$ cat src/rtl/psq_pkg.sv
// psq_pkg: shared constants, codes and types of the priority ready table.
// No dependencies; psq_ctrl, psq_dpath, the top level and the bench refer to it by scoped names.
package psq_pkg;

	localparam int TABLE_DEPTH = 16;
	localparam int IDX_W       = $clog2(TABLE_DEPTH);
	localparam int CNT_W       = $clog2(TABLE_DEPTH + 1);

	localparam logic [15:0] THR_RESET = 16'd100;

	localparam logic [1:0] ST_DONE  = 2'd0;
	localparam logic [1:0] ST_EMPTY = 2'd1;
	localparam logic [1:0] ST_FULL  = 2'd2;

	localparam logic KIND_INSERT   = 1'b0;
	localparam logic KIND_DISPATCH = 1'b1;

	typedef struct packed {
		logic        kind;
		logic [31:0] now;
		logic [15:0] new_task_id;
		logic [7:0]  new_priority;
		logic [15:0] new_remaining;
		logic [15:0] new_interval;
		logic [31:0] new_ready_time;
	} in_item_t;

	typedef struct packed {
		logic [15:0] task_id;
		logic [7:0]  prio;
		logic [15:0] remaining;
		logic [15:0] interval;
		logic [31:0] wait_start;
	} entry_t;

	typedef struct packed {
		logic [1:0]  status;
		logic [15:0] task_id;
		logic [7:0]  prio;
		logic [15:0] remaining;
		logic [15:0] burst;
	} result_t;

	typedef struct packed {
		logic accept;
		logic scan;
		logic shift;
		logic finish;
	} cmd_t;

	typedef struct packed {
		logic dispatch_go;
		logic scan_done;
		logic shift_done;
		logic out_free;
	} stat_t;

endpackage

$ cat src/rtl/psq_in_if.sv
// psq_in_if: input item channel, valid/ready with the task request payload.
// No dependencies.
interface psq_in_if;
	logic        valid;
	logic        ready;
	logic        kind;
	logic [31:0] now;
	logic [15:0] new_task_id;
	logic [7:0]  new_priority;
	logic [15:0] new_remaining;
	logic [15:0] new_interval;
	logic [31:0] new_ready_time;

	modport source (output valid, kind, now, new_task_id, new_priority, new_remaining,
		new_interval, new_ready_time, input ready);
	modport sink (input valid, kind, now, new_task_id, new_priority, new_remaining,
		new_interval, new_ready_time, output ready);
endinterface

$ cat src/rtl/psq_out_if.sv
// psq_out_if: result item channel, valid/ready with the dispatch result payload.
// No dependencies.
interface psq_out_if;
	logic        valid;
	logic        ready;
	logic [1:0]  status;
	logic [15:0] out_task_id;
	logic [7:0]  out_priority;
	logic [15:0] out_remaining;
	logic [15:0] out_burst;

	modport source (output valid, status, out_task_id, out_priority, out_remaining,
		out_burst, input ready);
	modport sink (input valid, status, out_task_id, out_priority, out_remaining,
		out_burst, output ready);
endinterface

$ cat src/rtl/psq_ctrl.sv
// psq_ctrl: sequencer of the ready table (idle, aging scan, compaction, result).
// Depends on psq_pkg for the command and status structs.
module psq_ctrl (
	input  logic            clk,
	input  logic            arst_n,
	input  logic            in_valid,
	output logic            in_ready,
	input  psq_pkg::stat_t  stat,
	output psq_pkg::cmd_t   cmd
);

	typedef enum logic [1:0] {
		S_IDLE,
		S_SCAN,
		S_SHIFT,
		S_FINISH
	} state_t;

	state_t state_q;

	always_comb begin
		cmd        = '0;
		cmd.accept = (state_q == S_IDLE) && in_valid;
		cmd.scan   = (state_q == S_SCAN);
		cmd.shift  = (state_q == S_SHIFT);
		cmd.finish = (state_q == S_FINISH) && stat.out_free;
	end

	assign in_ready = (state_q == S_IDLE);

	always_ff @(posedge clk or negedge arst_n) begin
		if (!arst_n) begin
			state_q <= S_IDLE;
		end else begin
			unique case (state_q)
				S_IDLE: begin
					if (in_valid) begin
						state_q <= stat.dispatch_go ? S_SCAN : S_FINISH;
					end
				end
				S_SCAN: begin
					if (stat.scan_done) begin
						state_q <= S_SHIFT;
					end
				end
				S_SHIFT: begin
					if (stat.shift_done) begin
						state_q <= S_FINISH;
					end
				end
				S_FINISH: begin
					if (stat.out_free) begin
						state_q <= S_IDLE;
					end
				end
				default: state_q <= S_IDLE;
			endcase
		end
	end

endmodule

$ cat src/rtl/psq_dpath.sv
// psq_dpath: task table memory, aging and best-choice scan, compaction, result registers.
// Depends on psq_pkg; driven by psq_ctrl through cmd_t / stat_t.
module psq_dpath (
	input  logic                clk,
	input  logic                arst_n,
	input  logic                cfg_wr_en,
	input  logic [15:0]         cfg_wr_data,
	input  psq_pkg::in_item_t   in_item,
	input  psq_pkg::cmd_t       cmd,
	output psq_pkg::stat_t      stat,
	output logic                out_valid,
	input  logic                out_ready,
	output psq_pkg::result_t    out_item
);

	localparam int IW = psq_pkg::IDX_W;
	localparam int CW = psq_pkg::CNT_W;

	psq_pkg::entry_t mem [psq_pkg::TABLE_DEPTH];

	logic [15:0]      thr_q;
	logic [CW-1:0]    cnt_q;
	logic [CW-1:0]    rd_ptr_q;
	logic             vld_q;
	logic [IW-1:0]    tag_q;
	psq_pkg::entry_t  rd_data_q;
	psq_pkg::entry_t  best_q;
	logic [IW-1:0]    best_idx_q;
	logic [31:0]      now_q;
	psq_pkg::result_t res_q;
	psq_pkg::result_t out_q;
	logic             out_valid_q;

	logic             issue;
	logic [IW-1:0]    rd_addr;
	logic             full;
	logic             empty;
	logic [CW-1:0]    last;
	logic [31:0]      elapsed;
	logic             hit;
	psq_pkg::entry_t  aged;
	logic             better;
	logic [IW-1:0]    best_idx_d;
	logic             wr_en;
	logic [IW-1:0]    wr_addr;
	psq_pkg::entry_t  wr_data;
	psq_pkg::entry_t  new_entry;
	logic             res_load;
	psq_pkg::result_t res_d;

	assign full    = (cnt_q == CW'(psq_pkg::TABLE_DEPTH));
	assign empty   = (cnt_q == '0);
	assign last    = cnt_q - CW'(1);
	assign issue   = (cmd.scan || cmd.shift) && (rd_ptr_q < cnt_q);
	assign rd_addr = rd_ptr_q[IW-1:0];

	// aging of the entry returned by the read port
	assign elapsed = now_q - rd_data_q.wait_start;
	assign hit     = (now_q >= rd_data_q.wait_start) && (elapsed >= {16'b0, thr_q});
	always_comb begin
		aged = rd_data_q;
		if (hit) begin
			aged.wait_start = now_q;
			if (rd_data_q.prio != '0) begin
				aged.prio = rd_data_q.prio - 8'd1;
			end
		end
	end

	assign better = (tag_q == '0) || (aged.prio < best_q.prio) ||
		((aged.prio == best_q.prio) && (aged.remaining < best_q.remaining));
	assign best_idx_d = better ? tag_q : best_idx_q;

	assign stat.dispatch_go = (in_item.kind == psq_pkg::KIND_DISPATCH) && !empty;
	assign stat.scan_done   = cmd.scan && vld_q && (CW'(tag_q) == last);
	assign stat.shift_done  = cmd.shift &&
		((CW'(best_idx_q) == last) || (vld_q && (CW'(tag_q) == last)));
	assign stat.out_free    = !out_valid_q || out_ready;

	always_comb begin
		new_entry.task_id    = in_item.new_task_id;
		new_entry.prio       = in_item.new_priority;
		new_entry.remaining  = in_item.new_remaining;
		new_entry.interval   = in_item.new_interval;
		new_entry.wait_start = in_item.new_ready_time;
	end

	always_comb begin
		wr_en   = 1'b0;
		wr_addr = cnt_q[IW-1:0];
		wr_data = new_entry;
		priority if (cmd.accept && (in_item.kind == psq_pkg::KIND_INSERT) && !full) begin
			wr_en = 1'b1;
		end else if (cmd.scan && vld_q) begin
			wr_en   = 1'b1;
			wr_addr = tag_q;
			wr_data = aged;
		end else if (cmd.shift && vld_q) begin
			wr_en   = 1'b1;
			wr_addr = tag_q - IW'(1);
			wr_data = rd_data_q;
		end
	end

	always_comb begin
		res_load = 1'b0;
		res_d    = '0;
		priority if (cmd.accept) begin
			if (in_item.kind == psq_pkg::KIND_INSERT) begin
				res_load     = 1'b1;
				res_d.status = full ? psq_pkg::ST_FULL : psq_pkg::ST_DONE;
			end else if (empty) begin
				res_load     = 1'b1;
				res_d.status = psq_pkg::ST_EMPTY;
			end
		end else if (stat.shift_done) begin
			res_load        = 1'b1;
			res_d.status    = psq_pkg::ST_DONE;
			res_d.task_id   = best_q.task_id;
			res_d.prio      = best_q.prio;
			res_d.remaining = best_q.remaining;
			res_d.burst     = (best_q.remaining < best_q.interval) ?
				best_q.remaining : best_q.interval;
		end
	end

	always_ff @(posedge clk or negedge arst_n) begin
		if (!arst_n) begin
			thr_q       <= psq_pkg::THR_RESET;
			cnt_q       <= '0;
			rd_ptr_q    <= '0;
			vld_q       <= 1'b0;
			out_valid_q <= 1'b0;
		end else begin
			if (cfg_wr_en) begin
				thr_q <= cfg_wr_data;
			end
			vld_q <= issue;
			if (cmd.accept) begin
				rd_ptr_q <= '0;
				if ((in_item.kind == psq_pkg::KIND_INSERT) && !full) begin
					cnt_q <= cnt_q + CW'(1);
				end
			end else if (stat.scan_done) begin
				rd_ptr_q <= CW'(best_idx_d) + CW'(1);
			end else if (issue) begin
				rd_ptr_q <= rd_ptr_q + CW'(1);
			end
			if (stat.shift_done) begin
				cnt_q <= last;
			end
			if (cmd.finish) begin
				out_valid_q <= 1'b1;
			end else if (out_ready) begin
				out_valid_q <= 1'b0;
			end
		end
	end

	always_ff @(posedge clk) begin
		if (wr_en) begin
			mem[wr_addr] <= wr_data;
		end
		if (issue) begin
			rd_data_q <= mem[rd_addr];
			tag_q     <= rd_addr;
		end
		if (cmd.accept) begin
			now_q <= in_item.now;
		end
		if (cmd.scan && vld_q && better) begin
			best_q     <= aged;
			best_idx_q <= tag_q;
		end
		if (res_load) begin
			res_q <= res_d;
		end
		if (cmd.finish) begin
			out_q <= res_q;
		end
	end

	assign out_valid = out_valid_q;
	assign out_item  = out_q;

	a_cnt_bound: assert property (@(posedge clk) disable iff (!arst_n)
		cnt_q <= CW'(psq_pkg::TABLE_DEPTH))
		else $error("entry count beyond table depth");

	a_read_live: assert property (@(posedge clk) disable iff (!arst_n)
		vld_q |-> (CW'(tag_q) < cnt_q))
		else $error("read of an entry past the fill level");

	a_shift_behind: assert property (@(posedge clk) disable iff (!arst_n)
		(cmd.shift && vld_q) |-> (tag_q > best_idx_q))
		else $error("compaction moved an entry ahead of the chosen one");

	a_no_overwrite: assert property (@(posedge clk) disable iff (!arst_n)
		cmd.finish |-> (!out_valid_q || out_ready))
		else $error("result register overwritten before it was taken");

endmodule

$ cat src/rtl/priority_srtf_ready_queue_aging.sv
// priority_srtf_ready_queue_aging: top level, priority ready table with aging.
// Depends on psq_pkg, psq_in_if, psq_out_if, psq_ctrl and psq_dpath.
// Insert: result registered on accept, output in the finish state; items taken only in idle.
// Dispatch on n entries: one memory read per entry for the aging scan, then one read
// per entry behind the chosen one for compaction; the result follows in the finish state.
// One table read per cycle sets the rate unless a waiting result holds the finish state.
// Reset: asynchronous, table empty, aging threshold 100; table contents are not cleared.
module priority_srtf_ready_queue_aging (
	input  logic        clk,
	input  logic        arst_n,
	input  logic        cfg_wr_en,
	input  logic [15:0] cfg_wr_data,
	psq_in_if.sink      req,
	psq_out_if.source   rsp
);

	psq_pkg::in_item_t in_item;
	psq_pkg::result_t  out_item;
	psq_pkg::cmd_t     cmd;
	psq_pkg::stat_t    stat;
	logic              in_ready;
	logic              out_valid;

	always_comb begin
		in_item.kind           = req.kind;
		in_item.now            = req.now;
		in_item.new_task_id    = req.new_task_id;
		in_item.new_priority   = req.new_priority;
		in_item.new_remaining  = req.new_remaining;
		in_item.new_interval   = req.new_interval;
		in_item.new_ready_time = req.new_ready_time;
	end

	assign req.ready         = in_ready;
	assign rsp.valid         = out_valid;
	assign rsp.status        = out_item.status;
	assign rsp.out_task_id   = out_item.task_id;
	assign rsp.out_priority  = out_item.prio;
	assign rsp.out_remaining = out_item.remaining;
	assign rsp.out_burst     = out_item.burst;

	psq_ctrl u_ctrl (
		.clk      (clk),
		.arst_n   (arst_n),
		.in_valid (req.valid),
		.in_ready (in_ready),
		.stat     (stat),
		.cmd      (cmd)
	);

	psq_dpath u_dpath (
		.clk         (clk),
		.arst_n      (arst_n),
		.cfg_wr_en   (cfg_wr_en),
		.cfg_wr_data (cfg_wr_data),
		.in_item     (in_item),
		.cmd         (cmd),
		.stat        (stat),
		.out_valid   (out_valid),
		.out_ready   (rsp.ready),
		.out_item    (out_item)
	);

endmodule

$ cat src/flat_wrapper.sv
// flat-port wrapper written by rule: the top's interface ports become plain ports
module priority_srtf_ready_queue_aging_flat 
  (clk, arst_n, cfg_wr_en, cfg_wr_data, req_valid, req_kind, req_now, req_new_task_id, req_new_priority, req_new_remaining, req_new_interval, req_new_ready_time, req_ready, rsp_valid, rsp_status, rsp_out_task_id, rsp_out_priority, rsp_out_remaining, rsp_out_burst, rsp_ready);
  psq_in_if req_i ();
  psq_out_if rsp_i ();
  input  logic clk;
  input  logic arst_n;
  input  logic cfg_wr_en;
  input  logic [15:0] cfg_wr_data;
  input wire logic [$bits(req_i.valid)-1:0] req_valid;
  input wire logic [$bits(req_i.kind)-1:0] req_kind;
  input wire logic [$bits(req_i.now)-1:0] req_now;
  input wire logic [$bits(req_i.new_task_id)-1:0] req_new_task_id;
  input wire logic [$bits(req_i.new_priority)-1:0] req_new_priority;
  input wire logic [$bits(req_i.new_remaining)-1:0] req_new_remaining;
  input wire logic [$bits(req_i.new_interval)-1:0] req_new_interval;
  input wire logic [$bits(req_i.new_ready_time)-1:0] req_new_ready_time;
  output wire logic [$bits(req_i.ready)-1:0] req_ready;
  output wire logic [$bits(rsp_i.valid)-1:0] rsp_valid;
  output wire logic [$bits(rsp_i.status)-1:0] rsp_status;
  output wire logic [$bits(rsp_i.out_task_id)-1:0] rsp_out_task_id;
  output wire logic [$bits(rsp_i.out_priority)-1:0] rsp_out_priority;
  output wire logic [$bits(rsp_i.out_remaining)-1:0] rsp_out_remaining;
  output wire logic [$bits(rsp_i.out_burst)-1:0] rsp_out_burst;
  input wire logic [$bits(rsp_i.ready)-1:0] rsp_ready;
  assign req_i.valid = req_valid;
  assign req_i.kind = req_kind;
  assign req_i.now = req_now;
  assign req_i.new_task_id = req_new_task_id;
  assign req_i.new_priority = req_new_priority;
  assign req_i.new_remaining = req_new_remaining;
  assign req_i.new_interval = req_new_interval;
  assign req_i.new_ready_time = req_new_ready_time;
  assign req_ready = req_i.ready;
  assign rsp_valid = rsp_i.valid;
  assign rsp_status = rsp_i.status;
  assign rsp_out_task_id = rsp_i.out_task_id;
  assign rsp_out_priority = rsp_i.out_priority;
  assign rsp_out_remaining = rsp_i.out_remaining;
  assign rsp_out_burst = rsp_i.out_burst;
  assign rsp_i.ready = rsp_ready;
  priority_srtf_ready_queue_aging u_core (.clk(clk), .arst_n(arst_n), .cfg_wr_en(cfg_wr_en), .cfg_wr_data(cfg_wr_data), .req(req_i), .rsp(rsp_i));
endmodule
$ cat config.mk
export PLATFORM = sky130hd
export DESIGN_NAME = priority_srtf_ready_queue_aging_flat
export DESIGN_NICKNAME = d
export VERILOG_FILES = /design/src/rtl/psq_pkg.sv /design/src/rtl/psq_in_if.sv /design/src/rtl/psq_out_if.sv /design/src/rtl/psq_ctrl.sv /design/src/rtl/psq_dpath.sv /design/src/rtl/priority_srtf_ready_queue_aging.sv /design/src/flat_wrapper.sv
export SDC_FILE = /design/constraint.sdc
export NUM_CORES = 2
export LEC_CHECK = 0
export ABC_AREA = 1
export BUFFER_PORTS_ARGS = -buffer_cell sky130_fd_sc_hd__buf_2
export CAP_MARGIN = 20
export CORE_AREA = 2 2 367 369
export DETAILED_ROUTE_END_ITERATION = 8
export DIE_AREA = 0 0 369 371
export PLACE_DENSITY_LB_ADDON = 0.05
export SETUP_SLACK_MARGIN = 0.15
export SYNTH_ARGS = -nofsm -noshare
export SYNTH_HDL_FRONTEND = slang
export SYNTH_HIERARCHICAL = 1
export SYNTH_SLANG_ARGS = --single-unit
$ cat constraint.sdc
create_clock -name clk -period 16.8 [get_ports clk]
set_input_delay 0.84 -clock clk [delete_from_list [all_inputs] [get_ports clk]]
set_output_delay 0.84 -clock clk [all_outputs]
set_load 0.05 [all_outputs]
# After elaboration in Yosys (flattened, before gate mapping)
# Memory sizes are Yosys's and may differ from the RTL's. A register that Yosys moved wholly into a read port is not among the register bits.
# Cells that the tools add are included.
[word_totals] regBits=242 ram_bits=1408 input_bits=142 output_inout_bits=60 elab_cells=122 n_memories=1
[classes] addsub=7 order_cmp=6 eq_ne=11 mux=38 bitwise=2 reduce_logical=34
[mem_list] name="u_core.u_dpath.mem" words=16 word_bits=88 read_ports=1 rd_clocked_by_memory_dff=1 wr=1 line="psq_dpath.sv:19" rtl="psq_pkg::entry_t mem [psq_pkg::TABLE_DEPTH];"
[ops] cell="2-to-1 mux 88 bit" n=3
[ops] cell="greater-or-equal comparator 32 x 16 -> 1 bit" n=1
[ops] cell="greater-or-equal comparator 32 bit" n=1
[ops] cell="less-than comparator 16 bit" n=2
[ops] cell="2-to-1 mux 32 bit" n=1
[ops] cell="subtractor 32 bit" n=1
[ops] cell="2-to-1 mux 5 bit" n=6
[ops] cell="2-to-1 mux 16 bit" n=1
[ops] cell="2-to-1 mux 2 bit" n=8
[ops] cell="2-to-1 mux 4 bit" n=4
[ops] cell="2-to-1 mux 8 bit" n=2
[ops] cell="logical AND 1 bit" n=15
[ops] cell="2-to-1 mux 1 bit" n=12
[ops] cell="adder 5 x 1 -> 5 bit (second input constant)" n=2
[ops] cell="equality test 4 x 5 -> 1 bit" n=2
[ops] cell="equality test 8 bit" n=1
[ops] cell="less-than comparator 8 bit" n=1
[ops] cell="one-hot mux 2 bit (4 select lines)" n=1
[ops] cell="nonzero test 8 bit" n=1
[ops] cell="subtractor 8 x 1 -> 8 bit (second input constant)" n=1
[ops] cell="nonzero test 2 bit" n=3
[ops] cell="adder 4 x 1 -> 5 bit (second input constant)" n=1
[ops] cell="equality test 5 bit (second input constant)" n=1
[ops] cell="logical NOT 5 bit" n=1
[ops] cell="16 further kinds" n=26

# Logic depth before layout (Yosys ltp)
[depth] ltp_word=11 mapped_depth=41 mapped_depth_nobuf=40

# Modules after synthesis
# Netlist, hierarchy kept.
[by_module_without_submodules] mod="psq_dpath" instances=1 cells_each=5541 area_each_um2=72409.4 seq_area_each_um2=51993.6
[by_module_without_submodules] mod="psq_ctrl" instances=1 cells_each=33 area_each_um2=239.0 seq_area_each_um2=50.0

# Worst setup path after synthesis
# OpenSTA, ideal clock, no wires.
[synth_timing] path_kind="reg-to-reg" start="register, netlist name u_core/u_dpath/rd_data_q[0]" end="register u_core.u_dpath.best_idx_q[0] (enable)" setup_ns=0.498 arrival_ns=6.648 required_time_ns=16.302 setup_slack_ns=9.654 path_stages_with_launch=31 path_buffers=1 period_less_slack_ns=7.146 path_cell_list="edfxtp_1 ha_1 fa_1 inv_1 nand3_1 nand2_1 nand2_1 nand2_2 nand2_1 nand2_2 xor2_1 ha_1 a21oi_1 nor2_1 a211oi_1 nand3_1 nor2_1 nand3_1 nor2_1 nand2_1 nand2_2 buf_4 nand2_1 nand2_1 inv_1 ha_1 a21oi_1 nor2_1 a211oi_1 a22oi_1 a21oi_1"
[synth_lines] item="to (signal assigned)" line="psq_dpath.sv:173" rtl="best_idx_q <= tag_q;"
[synth_lines] item="to (decl)" line="psq_dpath.sv:28" rtl="logic [IW-1:0] best_idx_q;"

==> summary.md <==
| Metric | Value |
|---|---|
| Via count of the first global-routing pass | `43720` |
| Final-stage net count | `5978` |
| Post-layout total power | `15.20 mW` |
| Global-route wire length before repair | `281800 um` |
| DRC violation count after routing | `0` |
| Number of enable-type register cells in the synthesized netlist | `1708` |
| Worst slew margin relative to its limit | `0.2549` |
| Area delta synth->final | `11.56%` |
| Maximum level of the CTS H-tree | `4` |
| Crit path max fanout | `43` |
| Number of clock buffers inserted by TritonCTS | `179` |
| Routed len/inst | `24.80 um` |
| Number of violations of the max-capacitance limit | `0` |
| Most frequently used flop master after synthesis | `edfxtp_1` |
| Fraction of final layout cells sized beyond drive strength 1 | `0.1042` |
| Buffers added on ports | `201` |
| Post-cts sizing count | `0` |
| Final sum of negative setup slack | `0 ns` |
| Total die area | `136900 um^2` |
| Clock insertion delay at the later pin of the skew report | `0.81 ns` |
| Min setup slack post-route | `9.934 ns` |
| Post-synthesis instance total | `5574` |
| Non-filler cells, final | `7644` |
| Standard cell core area | `132800 um^2` |
| Clock tree from TritonCTS | `yes` |
| Highest metal layer with signal wires | `met5` |
| Cell occurring most often along the worst timing path | `nand2_1` |
| CP max-delay cell | `a21oi_4` |
| Post-route worst hold slack | `0.1554 ns` |
| Number of storage elements in the synthesis netlist | `1738` |
| Worst R2R Start | `u_core/u_dpath/rd_data_q[0]$_DFFE_PP_` |
| Required time at the endpoint of the critical path | `17.22 ns` |
| Synth area leader | `edfxtp_1` |
| Total number of vias | `45560` |
| Residual antenna-violating net count after detailed routing | `0` |
| Netlist area before placement | `72650 um^2` |
| Max Freq | `145.6 MHz` |
| Total setup buffers inserted after CTS | `0` |
| Cell total after placement | `7311` |
| Seq/Total Area, Yosys | `0.7164` |
| Detail Route met2 WL | `87230 um` |
| Mean number of vias per cell | `5.960` |
| I/O pin count | `202` |
| Global routing usage summed across all routing layers | `0.2775` |
| Fin Clk Skew | `0.03673 ns` |
| Starting density of the core | `0.5471` |
| Power density over the cells | `187.5 nW/um^2` |
| Kind of launch point of the worst setup path | `register` |
| Clk pin slew, worst setup/hold paths | `0.06 ns` |
| Critical path buffers and inverters | `4` |
| Clock Path Buffers | `3` |
| Measured slew at the worst slew-check pin | `1.118 ns` |
| Number of distinct library cells after synthesis | `52` |
| Routed wire length on met3 | `12450 um` |
| Crit path arrival time | `7.29 ns` |
| Endpoint type of the worst setup path | `register` |
| Number of synthesis warnings | `6` |
| Detailed router's first-iteration violation count | `4704` |
| Final cell utilization of the core | `0.6104` |
| Dominant cells by area after synthesis | `edfxtp_1 71%, mux2i_1 3.8%, nor2_1 3.7%, nand2_1 3.5%, o221ai_1 3.3%` |
| Reg2Reg Capture Point | `u_core/u_dpath/best_q[48]$_DFFE_PP_` |
| Height of the die | `371 um` |
| Worst slack after detailed placement | `9.972 ns` |
| Path type of the worst setup path | `register to register` |
| Cell class contributing the biggest share of worst-path delay | `simple AND/OR/NAND/NOR gates` |
| Total count of max-transition violations in the final report | `0` |
| Chip Width | `369 um` |
| Top-area cell type share of the netlist area | `0.7060` |
| Minimum period implied by the final worst setup slack | `6.866 ns` |
| Async SR Flop Fraction | `0.01726` |
| Largest stage delay, worst path | `0.78 ns` |
| Finished Cell Area | `81050 um^2` |
| Final worst path period share | `0.4087` |
| Capture point of the critical path | `u_core/u_dpath/best_q[48]$_DFFE_PP_` |
| Static leakage power | `28.92 nW` |
| Largest net degree at the start of global routing | `222` |
| Largest vdd supply drop | `0.1741 mV` |
| Result of the run | `completed` |
| WL final | `189600 um` |
| Hold buffers post-CTS | `0` |
| Synthesized net count | `5818` |
| Global placer's final weighted congestion | `0.9372` |
| HP Class | `input pin to async pin` |
| Worst setup startpoint | `u_core/u_dpath/rd_data_q[0]$_DFFE_PP_` |
| Site row count | `134` |
| Met1 Wirelength | `85840 um` |
| R2r worst-path depth | `31` |
| Cell count along the critical path | `31` |
| Detailed-routing iteration count for the pre-antenna-repair pass | `5` |
| Mean Syn Cell Area | `13.03 um^2` |
| Post-DP Area | `75530 um^2` |
| Hold violation count in the final report | `0` |
| Final setup violation count | `0` |
| Register-to-register setup slack | `9.93 ns` |
| CTS Sinks | `1738` |
| RSZ-0062 raised after global routing | `no` |
| Clock tree root buffer cell | `clkbuf_16` |
| Initial antenna violation count | `10` |
| Hpwl dp | `106300 um` |
| GRT Residual Overflow | `0` |
==> metal layers <==
layer,up-vias,global-route usage
met2,1628,0.4326
met3,246,0.04064
met4,4,0.07127
li1,20790,-
met5,-,0
met1,22890,0.4127
==> flip-flops by register name (all words and copies together), names as in the netlist <==
signal and cells:
u_core/u_dpath/best_q 56, u_core/u_dpath/cnt_q 5, u_core/u_dpath/tag_q 4, u_core/u_dpath/now_q 32, u_core/u_dpath/out_item 58, u_core/u_ctrl/state_q 2, u_core/u_dpath/vld_q 1, u_core/u_dpath/out_valid 1
u_core/u_dpath/rd_ptr_q 5, u_core/u_dpath/mem 1408, u_core/u_dpath/res_q 58, u_core/u_dpath/aged 48, u_core/u_dpath/thr_q 16, u_core/u_dpath/best_idx_q 4, u_core/u_dpath/rd_data_q 40
==> report_power, final <==
part	leakage [nW]	total (mW)	switching [mW]	internal (mW)
Sequential	15.8	6.39	0.319	6.07
Clock	2.64	3.71	1.61	2.10
Combinational	10.4	5.09	3.72	1.37
Total	28.9	15.2	5.65	9.55
==> worst reg2reg max path: cells and delay by family (launching register included) <==
kind | cells | cell delay, ns
flip-flops | 1 | 0.42
buffers and inverters | 4 | 1.00
adder cells (fa/ha/maj) | 4 | 1.17
AO/OA/AOI/OAI | 3 | 1.08
AND/OR/NAND/NOR | 19 | 2.72
XOR/XNOR | 1 | 0.08
==> cell usage in the layout, fill, tap and decap left out, types with 56 or more instances in the layout <==
cell          n
o211ai_1     57
inv_1       361
a21oi_1      79
o21ai_0     483
nand3_1     240
nor2_1      697
mux2i_1     276
buf_2       201
clkbuf_16   183
edfxtp_1   1708
ha_1        101
buf_4        93
o221ai_1    277
nand2_1     681
o32ai_1      56
==> final cells by class <==
| type | count | area [um^2] |
|---|---|---|
| Antenna cell | 1 | 2.502 |
| Clock buffer | 238 | 4816 |
| Clock inverter | 84 | 624.3 |
| Fill cell | 10380 | 51740 |
| Inverter | 377 | 1435 |
| Multi-Input combinational cell | 3136 | 18060 |
| Sequential cell | 1738 | 52060 |
| Tap cell | 1768 | 2212 |
| Timing Repair Buffer | 302 | 1838 |
==> cell families (layout without fill, tap and decap cells) <==
kind of cell / after synthesis / after routing / share of synthesized area
muxes: 277 / 277 / 0.03818
adders and majority gates: 102 / 102 / 0.01767
other: 0 / 1 / 0
DFF: 1738 / 1738 / 0.7164
AOI/OAI and AO/OA: 1012 / 1012 / 0.09147
xor gates and xnor gates: 30 / 30 / 0.003720
and+or+nand+nor: 1715 / 1715 / 0.09524
buffers and inverters: 700 / 1001 / 0.03734
==> worst min-delay path by stage <==
stage	from	cells after the start	to	slack, ns
CTS	arst_n	1	u_core/u_dpath/rd_ptr_q[2]$_DFFE_PN0P_	0.13
finish	arst_n	1	u_core/u_dpath/thr_q[8]$_DFFE_PN0P_	0.16
detailed placement	u_core/u_dpath/res_q[0]$_SDFFCE_PP0P_	0	u_core/u_dpath/out_item[0]$_DFFE_PP_	0.40
global route	arst_n	1	u_core/u_dpath/thr_q[8]$_DFFE_PN0P_	0.17
floorplan	u_core/u_dpath/res_q[0]$_SDFFCE_PP0P_	0	u_core/u_dpath/out_item[0]$_DFFE_PP_	0.40
global placement	u_core/u_dpath/res_q[47]$_SDFFCE_PP0P_	0	u_core/u_dpath/out_item[47]$_DFFE_PP_	0.40
==> synthesized netlist by cell type (5+ instances only) <==
library cell,number
a211oi_1,5
a211oi_2,14
a21oi_1,81
buf_1,18
buf_2,32
buf_6,5
clkbuf_1,266
dfrtp_1,27
edfxtp_1,1708
ha_1,101
inv_1,367
inv_2,9
mux2i_1,276
nand2_1,685
nand2_2,10
nand3_1,241
nand4_1,17
nor2_1,713
nor3_1,31
o211ai_1,57
o21a_1,5
o21ai_0,484
o221ai_1,277
o22ai_1,23
o32ai_1,56
xor2_1,26
No activity file was read; power rests on OpenSTA's default activity.
